File: config.mk
export PLATFORM = sky130hd
export DESIGN_NAME = integer_to_radix_ascii_top
export DESIGN_NICKNAME = d
export VERILOG_FILES = /design/src/i2ra_pkg.sv /design/src/integer_to_radix_ascii_top.sv /design/src/i2ra_front.sv /design/src/i2ra_fifo.sv /design/src/i2ra_div.sv /design/src/i2ra_back.sv
export VERILOG_INCLUDE_DIRS = /design/src /design/src/src
export SDC_FILE = /design/constraint.sdc
export NUM_CORES = 1
export LEC_CHECK = 0
export ABC_AREA = 1
export BUFFER_PORTS_ARGS = -buffer_cell sky130_fd_sc_hd__buf_4
export CAP_MARGIN = 30
export CELL_PAD_IN_SITES_DETAIL_PLACEMENT = 0
export CELL_PAD_IN_SITES_GLOBAL_PLACEMENT = 2
export CORE_MARGIN = 2
export CORE_UTILIZATION = 41
export DETAILED_ROUTE_END_ITERATION = 10
export PLACE_DENSITY_LB_ADDON = 0.1
export SKIP_CTS_REPAIR_TIMING = 1
export SLEW_MARGIN = 25
export SYNTH_ARGS = -nofsm -noshare
export SYNTH_HDL_FRONTEND = slang
export SYNTH_SLANG_ARGS = --single-unit
File: constraint.sdc
create_clock -name i_clk -period 11.3 [get_ports i_clk]
set_clock_uncertainty 0.1 [all_clocks]
set_input_delay 2.26 -clock i_clk [delete_from_list [all_inputs] [get_ports i_clk]]
set_output_delay 2.26 -clock i_clk [all_outputs]
set_load 0.02 [all_outputs]
File: src/integer_to_radix_ascii_top_assert.svh
// ---------------------------------------------------------------------------
// integer_to_radix_ascii_top_assert.svh - assertion macros
// Shorthand for the implication checks used in the converter top level.
// ---------------------------------------------------------------------------
`ifndef INTEGER_TO_RADIX_ASCII_TOP_ASSERT_SVH
`define INTEGER_TO_RADIX_ASCII_TOP_ASSERT_SVH

// same-cycle implication, masked while reset is held
`define I2RA_ASSERT_IMP(label, clk, rst_n, ante, cons, msg) \
    label: assert property (@(posedge clk) disable iff (!rst_n) (ante) |-> (cons)) \
        else $error(msg);

// next-cycle implication, masked while reset is held
`define I2RA_ASSERT_NXT(label, clk, rst_n, ante, cons, msg) \
    label: assert property (@(posedge clk) disable iff (!rst_n) (ante) |=> (cons)) \
        else $error(msg);

`endif

File: src/i2ra_pkg.sv
// ---------------------------------------------------------------------------
// i2ra_pkg - shared types and constants
// Widths, character codes, job flags and back-end state for the converter.
// ---------------------------------------------------------------------------
package i2ra_pkg;

    localparam int VALUE_WIDTH_DEF = 32;
    localparam int BASE_W          = 5;
    localparam int DIGIT_W         = 4;
    localparam int CHAR_W          = 7;
    localparam int STEPS_PER_CYCLE = 8;   // quotient bits per divider cycle
    localparam int FIFO_DEPTH      = 2;

    localparam logic [BASE_W-1:0]  BASE_MIN   = 5'd2;
    localparam logic [BASE_W-1:0]  BASE_MAX   = 5'd16;
    localparam logic [DIGIT_W-1:0] DIGIT_NINE = 4'd9;
    localparam logic [DIGIT_W-1:0] DIGIT_TEN  = 4'd10;
    localparam logic [CHAR_W-1:0]  CH_ZERO    = 7'h30;  // '0'
    localparam logic [CHAR_W-1:0]  CH_A       = 7'h41;  // 'A'
    localparam logic [CHAR_W-1:0]  CH_MINUS   = 7'h2D;  // '-'

    typedef struct packed {
        logic neg;
        logic zero;
    } t_job_flags;

    typedef struct packed {
        logic                busy;
        logic                done;
        logic [DIGIT_W-1:0]  rem;
    } t_div_rsp;

    typedef struct packed {
        logic emitting;
        logic div_busy;
    } t_back_status;

    typedef enum logic [1:0] {
        ST_IDLE,
        ST_DIV,
        ST_SIGN,
        ST_EMIT
    } t_back_state;

    function automatic logic [CHAR_W-1:0] digit_to_ascii(input logic [DIGIT_W-1:0] d);
        if (d > DIGIT_NINE) begin
            return CH_A + CHAR_W'(d - DIGIT_TEN);
        end
        return CH_ZERO + CHAR_W'(d);
    endfunction

endpackage

File: src/integer_to_radix_ascii_top.sv
// ---------------------------------------------------------------------------
// integer_to_radix_ascii_top - signed integer to ASCII in base 2 to 16
// Converts one two's complement value to its characters, most significant
// first, with a leading '-' for negative values and tlast on the final one.
// ---------------------------------------------------------------------------
//
//  port group   dir  payload                                   one word is
//  s_axis_*     in   tdata: value[W-1:0], base[W+4:W], zero pad one number
//  m_axis_*     out  tdata: out_char[6:0], zero pad; tlast     one character
//
//  Each digit is one pass of the divider, which retires eight quotient bits
//  per clock and sets the pace.
//  Reset is synchronous, active low, and empties the queue and the engine.
//  The two-entry job queue takes words while the engine works; m_axis_tready
//  low holds the output word and pauses the stack read-out.
//
module integer_to_radix_ascii_top import i2ra_pkg::*; #(
    parameter int VALUE_WIDTH = VALUE_WIDTH_DEF,
    localparam int IN_TDW  = ((VALUE_WIDTH + BASE_W + 7) / 8) * 8,
    localparam int OUT_TDW = ((CHAR_W + 7) / 8) * 8
) (
    input  logic               i_clk,
    input  logic               i_rst_n,
    input  logic               s_axis_tvalid,
    output logic               s_axis_tready,
    input  logic [IN_TDW-1:0]  s_axis_tdata,  // value, base, zero pad
    output logic               m_axis_tvalid,
    input  logic               m_axis_tready,
    output logic [OUT_TDW-1:0] m_axis_tdata,  // out_char, zero pad
    output logic               m_axis_tlast
);

`include "integer_to_radix_ascii_top_assert.svh"

    localparam int JW = VALUE_WIDTH + BASE_W + $bits(t_job_flags);

    logic [VALUE_WIDTH-1:0] w_fr_mag, w_job_mag;
    logic [BASE_W-1:0]      w_fr_base, w_job_base;
    t_job_flags             w_fr_flags, w_job_flags;
    logic [JW-1:0]          w_job_in, w_job_out;
    logic                   w_job_valid, w_job_pop;
    logic [CHAR_W-1:0]      w_char;
    t_back_status           w_status;

    // classify at the input: sign, magnitude, clamped base, zero
    i2ra_front #(
        .VALUE_WIDTH (VALUE_WIDTH)
    ) u_front (
        .i_value (s_axis_tdata[VALUE_WIDTH-1:0]),
        .i_base  (s_axis_tdata[VALUE_WIDTH+BASE_W-1:VALUE_WIDTH]),
        .o_mag   (w_fr_mag),
        .o_base  (w_fr_base),
        .o_flags (w_fr_flags)
    );

    assign w_job_in = {w_fr_flags, w_fr_base, w_fr_mag};

    i2ra_fifo #(
        .WIDTH (JW),
        .DEPTH (FIFO_DEPTH)
    ) u_fifo (
        .i_clk   (i_clk),
        .i_rst_n (i_rst_n),
        .i_valid (s_axis_tvalid),
        .o_ready (s_axis_tready),
        .i_data  (w_job_in),
        .o_valid (w_job_valid),
        .i_pop   (w_job_pop),
        .o_data  (w_job_out)
    );

    assign {w_job_flags, w_job_base, w_job_mag} = w_job_out;

    // divide, stack digits, read them back most significant first
    i2ra_back #(
        .VALUE_WIDTH (VALUE_WIDTH)
    ) u_back (
        .i_clk       (i_clk),
        .i_rst_n     (i_rst_n),
        .i_job_valid (w_job_valid),
        .o_job_pop   (w_job_pop),
        .i_job_mag   (w_job_mag),
        .i_job_base  (w_job_base),
        .i_job_flags (w_job_flags),
        .o_tvalid    (m_axis_tvalid),
        .i_tready    (m_axis_tready),
        .o_char      (w_char),
        .o_last      (m_axis_tlast),
        .o_status    (w_status)
    );

    assign m_axis_tdata = OUT_TDW'(w_char);

    // divider must be quiet once read-out has begun
    `I2RA_ASSERT_IMP(a_div_idle_in_emit, i_clk, i_rst_n, w_status.emitting, !w_status.div_busy, "divider busy during read-out")
    // a fresh output word only comes from the stack read-out
    `I2RA_ASSERT_IMP(a_out_from_emit, i_clk, i_rst_n, $rose(m_axis_tvalid), $past(w_status.emitting), "output word outside read-out")

endmodule

File: src/i2ra_front.sv
// ---------------------------------------------------------------------------
// i2ra_front - input classification
// Splits sign from magnitude, clamps the base and flags a zero value.
// ---------------------------------------------------------------------------
module i2ra_front import i2ra_pkg::*; #(
    parameter int VALUE_WIDTH = VALUE_WIDTH_DEF
) (
    input  logic [VALUE_WIDTH-1:0] i_value,
    input  logic [BASE_W-1:0]      i_base,
    output logic [VALUE_WIDTH-1:0] o_mag,
    output logic [BASE_W-1:0]      o_base,
    output t_job_flags             o_flags
);

    logic w_neg;

    assign w_neg = i_value[VALUE_WIDTH-1];

    // most negative value wraps to 2^(W-1), exact as unsigned
    assign o_mag = w_neg ? (VALUE_WIDTH'(~i_value) + VALUE_WIDTH'(1)) : i_value;

    always_comb begin
        if (i_base < BASE_MIN) begin
            o_base = BASE_MIN;
        end else if (i_base > BASE_MAX) begin
            o_base = BASE_MAX;
        end else begin
            o_base = i_base;
        end
    end

    assign o_flags.neg  = w_neg;
    assign o_flags.zero = (i_value == '0);

endmodule

File: src/i2ra_fifo.sv
// ---------------------------------------------------------------------------
// i2ra_fifo - short job queue
// Decouples the input side from the conversion engine.
// ---------------------------------------------------------------------------
module i2ra_fifo import i2ra_pkg::*; #(
    parameter int WIDTH = 8,
    parameter int DEPTH = FIFO_DEPTH
) (
    input  logic             i_clk,
    input  logic             i_rst_n,
    input  logic             i_valid,
    output logic             o_ready,
    input  logic [WIDTH-1:0] i_data,
    output logic             o_valid,
    input  logic             i_pop,
    output logic [WIDTH-1:0] o_data
);

    localparam int PW = (DEPTH > 1) ? $clog2(DEPTH) : 1;
    localparam int CW = $clog2(DEPTH + 1);
    localparam logic [PW-1:0] PTR_LAST = PW'(DEPTH - 1);
    localparam logic [CW-1:0] CNT_FULL = CW'(DEPTH);

    logic [WIDTH-1:0] r_mem [DEPTH];
    logic [PW-1:0]    r_wr_ptr, r_rd_ptr;
    logic [CW-1:0]    r_count;
    logic             w_push, w_pop;

    assign o_ready = (r_count != CNT_FULL);
    assign o_valid = (r_count != '0);
    assign o_data  = r_mem[r_rd_ptr];
    assign w_push  = i_valid && o_ready;
    assign w_pop   = i_pop && o_valid;

    always_ff @(posedge i_clk) begin
        if (!i_rst_n) begin
            r_wr_ptr <= '0;
            r_rd_ptr <= '0;
            r_count  <= '0;
        end else begin
            if (w_push) begin
                r_wr_ptr <= (r_wr_ptr == PTR_LAST) ? '0 : r_wr_ptr + PW'(1);
            end
            if (w_pop) begin
                r_rd_ptr <= (r_rd_ptr == PTR_LAST) ? '0 : r_rd_ptr + PW'(1);
            end
            if (w_push && !w_pop) begin
                r_count <= r_count + CW'(1);
            end else if (w_pop && !w_push) begin
                r_count <= r_count - CW'(1);
            end
        end
    end

    always_ff @(posedge i_clk) begin
        if (w_push) begin
            r_mem[r_wr_ptr] <= i_data;
        end
    end

endmodule

File: src/i2ra_div.sv
// ---------------------------------------------------------------------------
// i2ra_div - iterative small-divisor divider
// Restoring division, STEPS_PER_CYCLE quotient bits per clock.
// ---------------------------------------------------------------------------
module i2ra_div import i2ra_pkg::*; #(
    parameter int VALUE_WIDTH = VALUE_WIDTH_DEF
) (
    input  logic                   i_clk,
    input  logic                   i_rst_n,
    input  logic                   i_start,
    input  logic [VALUE_WIDTH-1:0] i_dividend,
    input  logic [BASE_W-1:0]      i_divisor,
    output logic [VALUE_WIDTH-1:0] o_quot,
    output t_div_rsp               o_rsp
);

    localparam int QW   = ((VALUE_WIDTH + STEPS_PER_CYCLE - 1) / STEPS_PER_CYCLE)
                          * STEPS_PER_CYCLE;
    localparam int CYC  = QW / STEPS_PER_CYCLE;
    localparam int CNTW = $clog2(CYC + 1);
    localparam logic [CNTW-1:0] CNT_LAST = CNTW'(CYC - 1);

    logic                r_busy, r_done;
    logic [CNTW-1:0]     r_cnt;
    logic [QW-1:0]       r_quot, n_quot;
    logic [DIGIT_W-1:0]  r_rem, n_rem;
    logic [BASE_W-1:0]   r_divisor;

    // dividend shifts out at the top, quotient bits shift in at the bottom
    always_comb begin
        logic [QW-1:0]      q;
        logic [DIGIT_W-1:0] rm;
        logic [BASE_W-1:0]  t;
        q  = r_quot;
        rm = r_rem;
        t  = '0;
        for (int k = 0; k < STEPS_PER_CYCLE; k++) begin
            t = {rm, q[QW-1]};
            q = {q[QW-2:0], 1'b0};
            if (t >= r_divisor) begin
                t    = t - r_divisor;
                q[0] = 1'b1;
            end
            rm = t[DIGIT_W-1:0];
        end
        n_quot = q;
        n_rem  = rm;
    end

    always_ff @(posedge i_clk) begin
        if (!i_rst_n) begin
            r_busy <= 1'b0;
            r_done <= 1'b0;
            r_cnt  <= '0;
        end else begin
            r_done <= 1'b0;
            if (i_start) begin
                r_busy <= 1'b1;
                r_cnt  <= '0;
            end else if (r_busy) begin
                if (r_cnt == CNT_LAST) begin
                    r_busy <= 1'b0;
                    r_done <= 1'b1;
                end else begin
                    r_cnt <= r_cnt + CNTW'(1);
                end
            end
        end
    end

    always_ff @(posedge i_clk) begin
        if (i_start) begin
            r_quot    <= QW'(i_dividend);
            r_rem     <= '0;
            r_divisor <= i_divisor;
        end else if (r_busy) begin
            r_quot <= n_quot;
            r_rem  <= n_rem;
        end
    end

    assign o_quot     = r_quot[VALUE_WIDTH-1:0];
    assign o_rsp.busy = r_busy;
    assign o_rsp.done = r_done;
    assign o_rsp.rem  = r_rem;

endmodule

File: src/i2ra_back.sv
// ---------------------------------------------------------------------------
// i2ra_back - conversion engine
// Produces digits least significant first into a character stack, then
// reads the stack backwards into the output register.
// ---------------------------------------------------------------------------
module i2ra_back import i2ra_pkg::*; #(
    parameter int VALUE_WIDTH = VALUE_WIDTH_DEF
) (
    input  logic                   i_clk,
    input  logic                   i_rst_n,
    input  logic                   i_job_valid,
    output logic                   o_job_pop,
    input  logic [VALUE_WIDTH-1:0] i_job_mag,
    input  logic [BASE_W-1:0]      i_job_base,
    input  t_job_flags             i_job_flags,
    output logic                   o_tvalid,
    input  logic                   i_tready,
    output logic [CHAR_W-1:0]      o_char,
    output logic                   o_last,
    output t_back_status           o_status
);

    localparam int MAXC = VALUE_WIDTH + 1;
    localparam int AW   = $clog2(MAXC);
    localparam int CW   = $clog2(MAXC + 1);

    t_back_state r_state, n_state;

    logic [CHAR_W-1:0]      r_stack [MAXC];
    logic [BASE_W-1:0]      r_base;
    logic                   r_neg;
    logic [CW-1:0]          r_wptr, n_wptr;
    logic [CW-1:0]          r_rd_cnt;
    logic [AW-1:0]          r_rd_addr;
    logic                   r_rd_vld, r_rd_last;
    logic [CHAR_W-1:0]      r_rdata;
    logic                   r_o_valid, r_o_last;
    logic [CHAR_W-1:0]      r_o_char;

    logic                   w_we, w_finish, w_div_start;
    logic [CHAR_W-1:0]      w_wdata;
    logic [AW-1:0]          w_waddr;
    logic [VALUE_WIDTH-1:0] w_div_dividend, w_quot;
    logic [BASE_W-1:0]      w_div_divisor;
    logic                   w_quot_zero;
    logic                   w_rd_fire, w_out_load;
    t_div_rsp               w_div;

    i2ra_div #(
        .VALUE_WIDTH (VALUE_WIDTH)
    ) u_div (
        .i_clk      (i_clk),
        .i_rst_n    (i_rst_n),
        .i_start    (w_div_start),
        .i_dividend (w_div_dividend),
        .i_divisor  (w_div_divisor),
        .o_quot     (w_quot),
        .o_rsp      (w_div)
    );

    assign w_quot_zero = (w_quot == '0);

    // next state
    always_comb begin
        n_state = r_state;
        unique case (r_state)
            ST_IDLE: begin
                if (i_job_valid) begin
                    n_state = i_job_flags.zero ? ST_EMIT : ST_DIV;
                end
            end
            ST_DIV: begin
                if (w_div.done && w_quot_zero) begin
                    n_state = r_neg ? ST_SIGN : ST_EMIT;
                end
            end
            ST_SIGN: begin
                n_state = ST_EMIT;
            end
            ST_EMIT: begin
                if (r_rd_cnt == '0 && !r_rd_vld) begin
                    n_state = ST_IDLE;
                end
            end
            default: begin
                n_state = ST_IDLE;
            end
        endcase
    end

    // state outputs
    always_comb begin
        o_job_pop      = 1'b0;
        w_we           = 1'b0;
        w_wdata        = CH_ZERO;
        w_finish       = 1'b0;
        w_div_start    = 1'b0;
        w_div_dividend = w_quot;
        w_div_divisor  = r_base;
        w_waddr        = r_wptr[AW-1:0];
        unique case (r_state)
            ST_IDLE: begin
                w_waddr        = '0;
                w_div_dividend = i_job_mag;
                w_div_divisor  = i_job_base;
                if (i_job_valid) begin
                    o_job_pop = 1'b1;
                    if (i_job_flags.zero) begin
                        w_we     = 1'b1;
                        w_finish = 1'b1;
                    end else begin
                        w_div_start = 1'b1;
                    end
                end
            end
            ST_DIV: begin
                if (w_div.done) begin
                    w_we        = 1'b1;
                    w_wdata     = digit_to_ascii(w_div.rem);
                    w_div_start = !w_quot_zero;
                    w_finish    = w_quot_zero && !r_neg;
                end
            end
            ST_SIGN: begin
                w_we     = 1'b1;
                w_wdata  = CH_MINUS;
                w_finish = 1'b1;
            end
            ST_EMIT: begin
            end
            default: begin
            end
        endcase
    end

    assign n_wptr = ((r_state == ST_IDLE) ? CW'(0) : r_wptr) + CW'(w_we);

    // read ahead one character whenever the output slot will take it
    assign w_out_load = r_rd_vld && (!r_o_valid || i_tready);
    assign w_rd_fire  = (r_state == ST_EMIT) && (r_rd_cnt != '0)
                        && (!r_rd_vld || w_out_load);

    always_ff @(posedge i_clk) begin
        if (!i_rst_n) begin
            r_state   <= ST_IDLE;
            r_wptr    <= '0;
            r_rd_cnt  <= '0;
            r_rd_vld  <= 1'b0;
            r_o_valid <= 1'b0;
        end else begin
            r_state  <= n_state;
            r_wptr   <= n_wptr;
            r_rd_vld <= w_rd_fire || (r_rd_vld && !w_out_load);
            if (w_finish) begin
                r_rd_cnt <= n_wptr;
            end else if (w_rd_fire) begin
                r_rd_cnt <= r_rd_cnt - CW'(1);
            end
            if (w_out_load) begin
                r_o_valid <= 1'b1;
            end else if (i_tready) begin
                r_o_valid <= 1'b0;
            end
        end
    end

    always_ff @(posedge i_clk) begin
        if (o_job_pop) begin
            r_base <= i_job_base;
            r_neg  <= i_job_flags.neg;
        end
        if (w_finish) begin
            r_rd_addr <= w_waddr;
        end else if (w_rd_fire) begin
            r_rd_addr <= r_rd_addr - AW'(1);
        end
        if (w_rd_fire) begin
            r_rd_last <= (r_rd_cnt == CW'(1));
        end
        if (w_out_load) begin
            r_o_char <= r_rdata;
            r_o_last <= r_rd_last;
        end
    end

    // character stack
    always_ff @(posedge i_clk) begin
        if (w_we) begin
            r_stack[w_waddr] <= w_wdata;
        end
        if (w_rd_fire) begin
            r_rdata <= r_stack[r_rd_addr];
        end
    end

    assign o_tvalid          = r_o_valid;
    assign o_char            = r_o_char;
    assign o_last            = r_o_last;
    assign o_status.emitting = (r_state == ST_EMIT);
    assign o_status.div_busy = w_div.busy;

endmodule

==> results of run 1 <==
[per-stage QoR]
step	util	hold WS, ps	cell area (um2)	worst slack, ps
6_report	0.4694	319.3	21900	1163
5_1_grt	0.4694	324.7	21900	5.594
4_1_cts	0.4678	321.4	21820	497.4
3_5_place_dp	0.4385	307.0	20460	535.2
3_3_place_gp	0.4385	303.0	20460	613.6
2_1_floorplan	-	300.3	19390	1602
[worst max-delay path, delay by kind of cell, from the launching register on]
| family | cells | cell delay [ps] |
|---|---|---|
| flops | 1 | 350 |
| compound gates | 9 | 1330 |
| simple gates | 38 | 4660 |
| buf+inv | 12 | 1220 |
| fa+ha+maj | 8 | 2380 |
[synthesized netlist by cell type (all sizes together)]
library cell,n
a211oi,2
a21boi,31
a21o,6
a21oi,73
a31oi,1
and2,4
and3,1
buf,42
clkbuf,27
clkinv,2
conb,1
dfxtp,30
edfxtp,374
fa,8
ha,57
inv,177
mux2,6
nand2,462
nand3,76
nand3b,2
nand4,26
nor2,189
nor3,10
nor4,3
o211ai,9
o21a,1
o21ai,188
o21bai,2
o22ai,30
o31ai,1
or2,12
xnor2,19
xor2,32
[layer usage]
metal,vias to the layer above,wire length (um),GRT usage
met2,179,24720,0.3584
met3,75,1486,0.02895
met5,-,14,0
met1,6249,20470,0.2427
met4,2,1255,0.05885
li1,6634,-,-
[worst min-delay path by stage]
stage | endpoint | slack [ps] | cells past startpoint
after floorplan | u_back.o_char[0] | 300 | 0
after global placement | u_back.o_char[5] | 300 | 0
after detailed placement | u_back.o_last | 310 | 0
after CTS | u_back.o_last | 320 | 0
after global routing | u_back.o_char[5] | 320 | 0
final | u_back.o_char[5] | 320 | 0
[layout make-up]
cell class	count	area [um2]	area share
clock buffers	55	1185	0.05411
well taps	607	759.5	0.03468
inverters	179	671.9	0.03068
flip-flops and latches	404	11830	0.5404
multi-input cells	1252	6620	0.3023
clock inverters	26	181.4	0.008284
repair buffers	84	648.1	0.02959
[logic make-up after synthesis]
group,after synthesis,share of synthesized area
muxes,6,0.003485
xor gates and xnor gates,51,0.02304
DFF,404,0.6102
other,1,0.0001934
and+or+nand+nor,785,0.1670
AOI/OAI and AO/OA,344,0.09893
buffers and inverters,248,0.05208
adders and majority gates,65,0.04504
[state kept, by name, summed over array words and instances, names as in the netlist, 2 cells and up, named ones only]
| signal | count |
|---|---|
| u_back.r_base | 5 |
| u_fifo.r_count | 2 |
| u_back.r_rd_addr | 6 |
| u_back.u_div.r_rem | 4 |
| u_back.r_stack | 231 |
| u_back.r_rdata | 7 |
| u_fifo.r_mem | 78 |
| u_back.u_div.r_divisor | 5 |
| u_back.u_div.o_quot | 32 |
| u_back.r_wptr | 6 |
| u_back.u_div.r_cnt | 3 |
| u_back.r_state | 2 |
| u_back.r_rd_cnt | 6 |
| u_back.o_char | 7 |
==> metrics.txt, run 1 <==
# TYPE chip_impl_metric gauge
chip_impl_metric{name="hold_viol_final",unit=""} 0
chip_impl_info{name="rsz_0062_raised_after_global_routing",value="false"} 1
chip_impl_metric{name="cts_num_sinks",unit=""} 404
chip_impl_metric{name="layout.cells.non_filler",unit=""} 2607
chip_impl_metric{name="placementRows",unit=""} 79
chip_impl_metric{name="die_y",unit="um"} 221.5
chip_impl_metric{name="grt_overall_usage",unit=""} 0.1973
chip_impl_info{name="cp-endpoint",value="u_back.u_div.r_rem[0]"} 1
chip_impl_info{name="startpoint_type",value="register"} 1
chip_impl_metric{name="layout.nets",unit=""} 2075
chip_impl_info{name="crit_path_top_delay_cell",value="sky130_fd_sc_hd__edfxtp_1"} 1
chip_impl_info{name="cts_tree",value="done"} 1
chip_impl_metric{name="fillerInstances",unit=""} 4452
chip_impl_metric{name="grt_overflow",unit=""} 0
chip_impl_metric{name="synth_top_area_share",unit=""} 0.5792
chip_impl_metric{name="clock.fmax",unit="MHz"} 98.64
chip_impl_metric{name="routabilityCongestion",unit=""} 0.8063
chip_impl_metric{name="clkLatencyLatePin",unit="ps"} 570
chip_impl_info{name="synth_top_cells_by_area",value="sky130_fd_sc_hd__edfxtp_1 58%, sky130_fd_sc_hd__nand2_1 8.9%, sky130_fd_sc_hd__o21ai_0 4.1%"} 1
chip_impl_metric{name="drc",unit=""} 0
chip_impl_metric{name="antenna_diode_instance_count",unit=""} 0
chip_impl_metric{name="floorplan.die_area",unit="mm2"} 0.04904
chip_impl_metric{name="setup.reg_to_reg.worst_slack",unit="ps"} 1160
chip_impl_metric{name="antenna_found_initial",unit=""} 1
chip_impl_metric{name="clk_path_buf_depth",unit=""} 3
chip_impl_metric{name="route.final.wire_length",unit="mm"} 47.94
chip_impl_info{name="worst_path_most_repeated_cell",value="sky130_fd_sc_hd__nand2_1"} 1
chip_impl_metric{name="sum_of_net_half_perimeters_after_detailed_placement",unit="mm"} 32.67
chip_impl_info{name="synth_top_area_cell",value="sky130_fd_sc_hd__edfxtp_1"} 1
chip_impl_metric{name="post_synth_instance_area",unit="mm2"} 0.01939
chip_impl_metric{name="cts_made_buffers",unit=""} 45
chip_impl_metric{name="pin_count",unit=""} 55
chip_impl_info{name="worst_r2r_endpoint",value="u_back.u_div.r_rem[0]"} 1
chip_impl_info{name="path_class",value="reg2reg"} 1
chip_impl_metric{name="average_size_of_a_mapped_cell",unit="um2"} 10.18
chip_impl_info{name="critPathCaptureType",value="register"} 1
chip_impl_metric{name="tightest_slew",unit="ps"} 877.4
chip_impl_info{name="timing.critical_path.from",value="u_back.u_div.r_divisor[4]"} 1
chip_impl_metric{name="placedCellCount",unit=""} 2522
chip_impl_metric{name="synth_seq_area_share",unit=""} 0.6102
chip_impl_metric{name="finalSetupTns",unit="ps"} 0
chip_impl_info{name="hold_path.startpoint",value="u_back.r_rdata[5]"} 1
chip_impl_metric{name="floorplan.die.width",unit="um"} 221.5
chip_impl_metric{name="cp_slowest_stage_delay",unit="ps"} 350
chip_impl_metric{name="relative_slew_margins",unit=""} 0.4129
chip_impl_metric{name="synth_nets",unit=""} 2013
chip_impl_metric{name="grt_pass1_vias",unit=""} 13073
chip_impl_metric{name="finalWorstPathRequiredPeriod",unit="ps"} 10140
chip_impl_metric{name="timing.critical_path.arrival",unit="ps"} 10520
chip_impl_metric{name="reg2regPathDepth",unit=""} 67
chip_impl_metric{name="ctsHtreeMaxLevel",unit=""} 2
chip_impl_metric{name="drtAntennaViolNets",unit=""} 0
chip_impl_metric{name="slew_violations",unit=""} 0
chip_impl_metric{name="yosys_warning_total",unit=""} 0
chip_impl_metric{name="min_period_over_period",unit=""} 0.8971
chip_impl_metric{name="req_time_crit_path",unit="ps"} 11680
chip_impl_info{name="cts.root.buffer_cell",value="sky130_fd_sc_hd__clkbuf_16"} 1
chip_impl_metric{name="area.growth.synth_to_final",unit="%"} 12.95
chip_impl_info{name="mostFrequentLayoutCell",value="sky130_fd_sc_hd__nand2_1"} 1
chip_impl_info{name="mostFrequentLayoutCells",value="461 x sky130_fd_sc_hd__nand2_1, 374 x sky130_fd_sc_hd__edfxtp_1, 179 x sky130_fd_sc_hd__nor2_1"} 1
chip_impl_metric{name="crit_path_max_fanout",unit=""} 7
chip_impl_metric{name="avgRoutedWirePerCell",unit="um"} 18.39
chip_impl_metric{name="postSynthRegisterBits",unit=""} 404
chip_impl_metric{name="layout_cell_share_with_drive_strength_beyond_1",unit=""} 0.1015
chip_impl_metric{name="grt_pass1_wl",unit="mm"} 74.35
chip_impl_info{name="reg2reg_from",value="u_back.u_div.r_divisor[4]"} 1
chip_impl_metric{name="post_synth_inst_count",unit=""} 1904
chip_impl_info{name="min_path_type",value="reg2reg"} 1
chip_impl_metric{name="cap_violations",unit=""} 0
chip_impl_metric{name="detailedRoute.firstIterationViolations",unit=""} 727
chip_impl_metric{name="starting_density",unit=""} 0.4156
chip_impl_info{name="run_status",value="completed"} 1
chip_impl_metric{name="synth_cell_type_count",unit=""} 52
chip_impl_metric{name="grt_start_max_net_pins",unit=""} 58
chip_impl_metric{name="detailedRoute.firstPassIterationCount",unit=""} 5
chip_impl_metric{name="worst_setup_hold_path_clk_slew",unit="ps"} 60
chip_impl_metric{name="finalSetupViolations",unit=""} 0
chip_impl_metric{name="port-buffer-count",unit=""} 50
chip_impl_metric{name="core",unit="mm2"} 0.04665
chip_impl_metric{name="routed-via-count",unit=""} 13139
chip_impl_metric{name="vias_per_cell",unit=""} 5.040
Power of run 1 is not shown: default switching activity piles up to over one toggle a cycle in this logic, so the estimate is an artifact.
==> run 2: changes to the inputs <==
==> constraint.sdc (replaced) <==
create_clock -name i_clk -period 11.3 [get_ports i_clk]
set_clock_uncertainty 0.1 [all_clocks]
set_input_delay 1.13 -clock i_clk [delete_from_list [all_inputs] [get_ports i_clk]]
set_output_delay 1.13 -clock i_clk [all_outputs]
set_load 0.02 [all_outputs]
==> metrics.txt, run 2 (synthesis gave the netlist of run 1 again) <==
# TYPE chip_impl_metric gauge
chip_impl_info{name="run_status",value="completed"} 1
chip_impl_metric{name="floorplan.die_area",unit="mm2"} 0.04904
chip_impl_metric{name="vias_per_cell",unit=""} 5.030
chip_impl_info{name="crit_path_top_delay_cell",value="sky130_fd_sc_hd__edfxtp_1"} 1
chip_impl_metric{name="ctsHtreeMaxLevel",unit=""} 2
chip_impl_info{name="min_path_type",value="reg2reg"} 1
chip_impl_metric{name="starting_density",unit=""} 0.4156
chip_impl_metric{name="finalSetupTns",unit="ps"} 0
chip_impl_metric{name="worst_setup_hold_path_clk_slew",unit="ps"} 60
chip_impl_metric{name="layout_cell_share_with_drive_strength_beyond_1",unit=""} 0.1060
chip_impl_info{name="top_register",value="u_back.r_stack"} 1
chip_impl_metric{name="routabilityCongestion",unit=""} 0.7864
chip_impl_metric{name="pin_count",unit=""} 55
chip_impl_metric{name="timing.critical_path.arrival",unit="ps"} 10320
chip_impl_metric{name="grt_overflow",unit=""} 0
chip_impl_metric{name="finalWorstPathRequiredPeriod",unit="ps"} 10120
chip_impl_metric{name="port-buffer-count",unit=""} 50
chip_impl_metric{name="grt_overall_usage",unit=""} 0.1958
chip_impl_info{name="startpoint_type",value="register"} 1
chip_impl_info{name="mostFrequentLayoutCells",value="461 x sky130_fd_sc_hd__nand2_1, 374 x sky130_fd_sc_hd__edfxtp_1, 179 x sky130_fd_sc_hd__nor2_1"} 1
chip_impl_info{name="cts.root.buffer_cell",value="sky130_fd_sc_hd__clkbuf_16"} 1
chip_impl_metric{name="sum_of_net_half_perimeters_after_detailed_placement",unit="mm"} 32.62
chip_impl_metric{name="grt_pass1_wl",unit="mm"} 73.99
chip_impl_metric{name="hold_viol_final",unit=""} 0
chip_impl_metric{name="core",unit="mm2"} 0.04665
chip_impl_metric{name="clock.fmax",unit="MHz"} 98.83
chip_impl_metric{name="placedCellCount",unit=""} 2520
chip_impl_metric{name="clkLatencyLatePin",unit="ps"} 580
chip_impl_info{name="rsz_0062_raised_after_global_routing",value="false"} 1
chip_impl_metric{name="layout.cells.non_filler",unit=""} 2608
chip_impl_info{name="path_class",value="reg2reg"} 1
chip_impl_metric{name="avgRoutedWirePerCell",unit="um"} 18.25
chip_impl_metric{name="drtAntennaViolNets",unit=""} 0
chip_impl_metric{name="cap_violations",unit=""} 0
chip_impl_metric{name="min_period_over_period",unit=""} 0.8954
chip_impl_metric{name="route.final.wire_length",unit="mm"} 47.59
chip_impl_metric{name="grt_pass1_vias",unit=""} 12988
chip_impl_metric{name="finalSetupViolations",unit=""} 0
chip_impl_metric{name="setup.reg_to_reg.worst_slack",unit="ps"} 1180
chip_impl_metric{name="fillerInstances",unit=""} 4420
chip_impl_metric{name="placementRows",unit=""} 79
chip_impl_metric{name="drc",unit=""} 0
chip_impl_info{name="mostFrequentLayoutCell",value="sky130_fd_sc_hd__nand2_1"} 1
chip_impl_info{name="critPathCaptureType",value="register"} 1
chip_impl_metric{name="area.growth.synth_to_final",unit="%"} 13.51
chip_impl_metric{name="die_y",unit="um"} 221.5
chip_impl_metric{name="slew_violations",unit=""} 0
chip_impl_metric{name="antenna_found_initial",unit=""} 1
chip_impl_metric{name="largest_reg_flops",unit=""} 231
chip_impl_info{name="cts_tree",value="done"} 1
chip_impl_metric{name="detailedRoute.firstIterationViolations",unit=""} 681
chip_impl_metric{name="detailedRoute.firstPassIterationCount",unit=""} 5
chip_impl_metric{name="timing.critical_path.buf_inv",unit=""} 12
chip_impl_metric{name="floorplan.die.width",unit="um"} 221.5
chip_impl_metric{name="tightest_slew",unit="ps"} 881.2
chip_impl_metric{name="layout.nets",unit=""} 2072
chip_impl_metric{name="routed-via-count",unit=""} 13117
chip_impl_metric{name="cts_made_buffers",unit=""} 45
chip_impl_metric{name="clk_path_buf_depth",unit=""} 3
chip_impl_metric{name="cp_slowest_stage_delay",unit="ps"} 360
chip_impl_info{name="worst_path_most_repeated_cell",value="sky130_fd_sc_hd__nand2_1"} 1
chip_impl_metric{name="relative_slew_margins",unit=""} 0.4125
chip_impl_metric{name="cts_num_sinks",unit=""} 404
chip_impl_info{name="worst_path_dominant_cell_family",value="simple AND/OR/NAND/NOR gates"} 1
chip_impl_metric{name="req_time_crit_path",unit="ps"} 11500
chip_impl_metric{name="grt_start_max_net_pins",unit=""} 99
chip_impl_metric{name="crit_path_max_fanout",unit=""} 7
## run 2: cell count changes in the layout (fill, tap and decap cells not counted), moves of 2 or more
| cell | before | now |
|---|---|---|
| sky130_fd_sc_hd__bufinv_16 | 2 | 5 |
| sky130_fd_sc_hd__clkinv_1 | 15 | 9 |
| sky130_fd_sc_hd__buf_4 | 81 | 77 |
| sky130_fd_sc_hd__clkbuf_8 | 0 | 3 |
| sky130_fd_sc_hd__inv_1 | 167 | 165 |
| sky130_fd_sc_hd__inv_2 | 10 | 12 |
| sky130_fd_sc_hd__inv_6 | 1 | 3 |
| sky130_fd_sc_hd__clkinv_2 | 8 | 10 |
| sky130_fd_sc_hd__clkbuf_1 | 9 | 7 |
## run 2: per-layer routing
| metal | routed length, um | track usage | up-vias |
|---|---|---|---|
| li1 | - | - | 6629 |
| met1 | 20150 | 0.2421 | 6184 |
| met2 | 24370 | 0.3510 | 222 |
| met3 | 1546 | 0.02629 | 82 |
| met4 | 1528 | 0.06997 | 0 |
| met5 | 0 | 0 | - |
## run 2: area by class of cell
type	count	area, um2	area share
inverter	179	671.9	0.03053
multi-input combinational	1252	6609	0.3003
sequential	404	11830	0.5377
antenna	1	2.502	0.0001137
timing repair buffer	81	638.1	0.02899
clock buffer	55	1194	0.05424
tap	607	759.5	0.03451
clock inverter	29	300.3	0.01364
## run 2: per-stage QoR
step | cell area [um2] | utilization | hold slack, ps | worst slack, ps
5_1_grt | 22010 | 0.4717 | 328.2 | 55.19
3_3_place_gp | 20450 | 0.4383 | 301.6 | 481.9
6_report | 22010 | 0.4717 | 318.6 | 1181
4_1_cts | 21960 | 0.4707 | 319.5 | 461.7
3_5_place_dp | 20470 | 0.4387 | 305.4 | 490.1
2_1_floorplan | 19390 | - | 300.3 | 1602
## run 2: path summary, 6_finish.rpt
path | from | to | cells past startpoint
worst max-delay path | u_back.u_div.r_divisor[2] | u_back.u_div.o_quot[0] | 65
worst min-delay path | u_back.r_rdata[5] | u_back.o_char[5] | 0
worst max register to register | u_back.u_div.r_divisor[2] | u_back.u_div.o_quot[0] | 65
worst min register to register | u_back.r_rdata[5] | u_back.o_char[5] | 0
Power of run 2 is left out for the same reason.
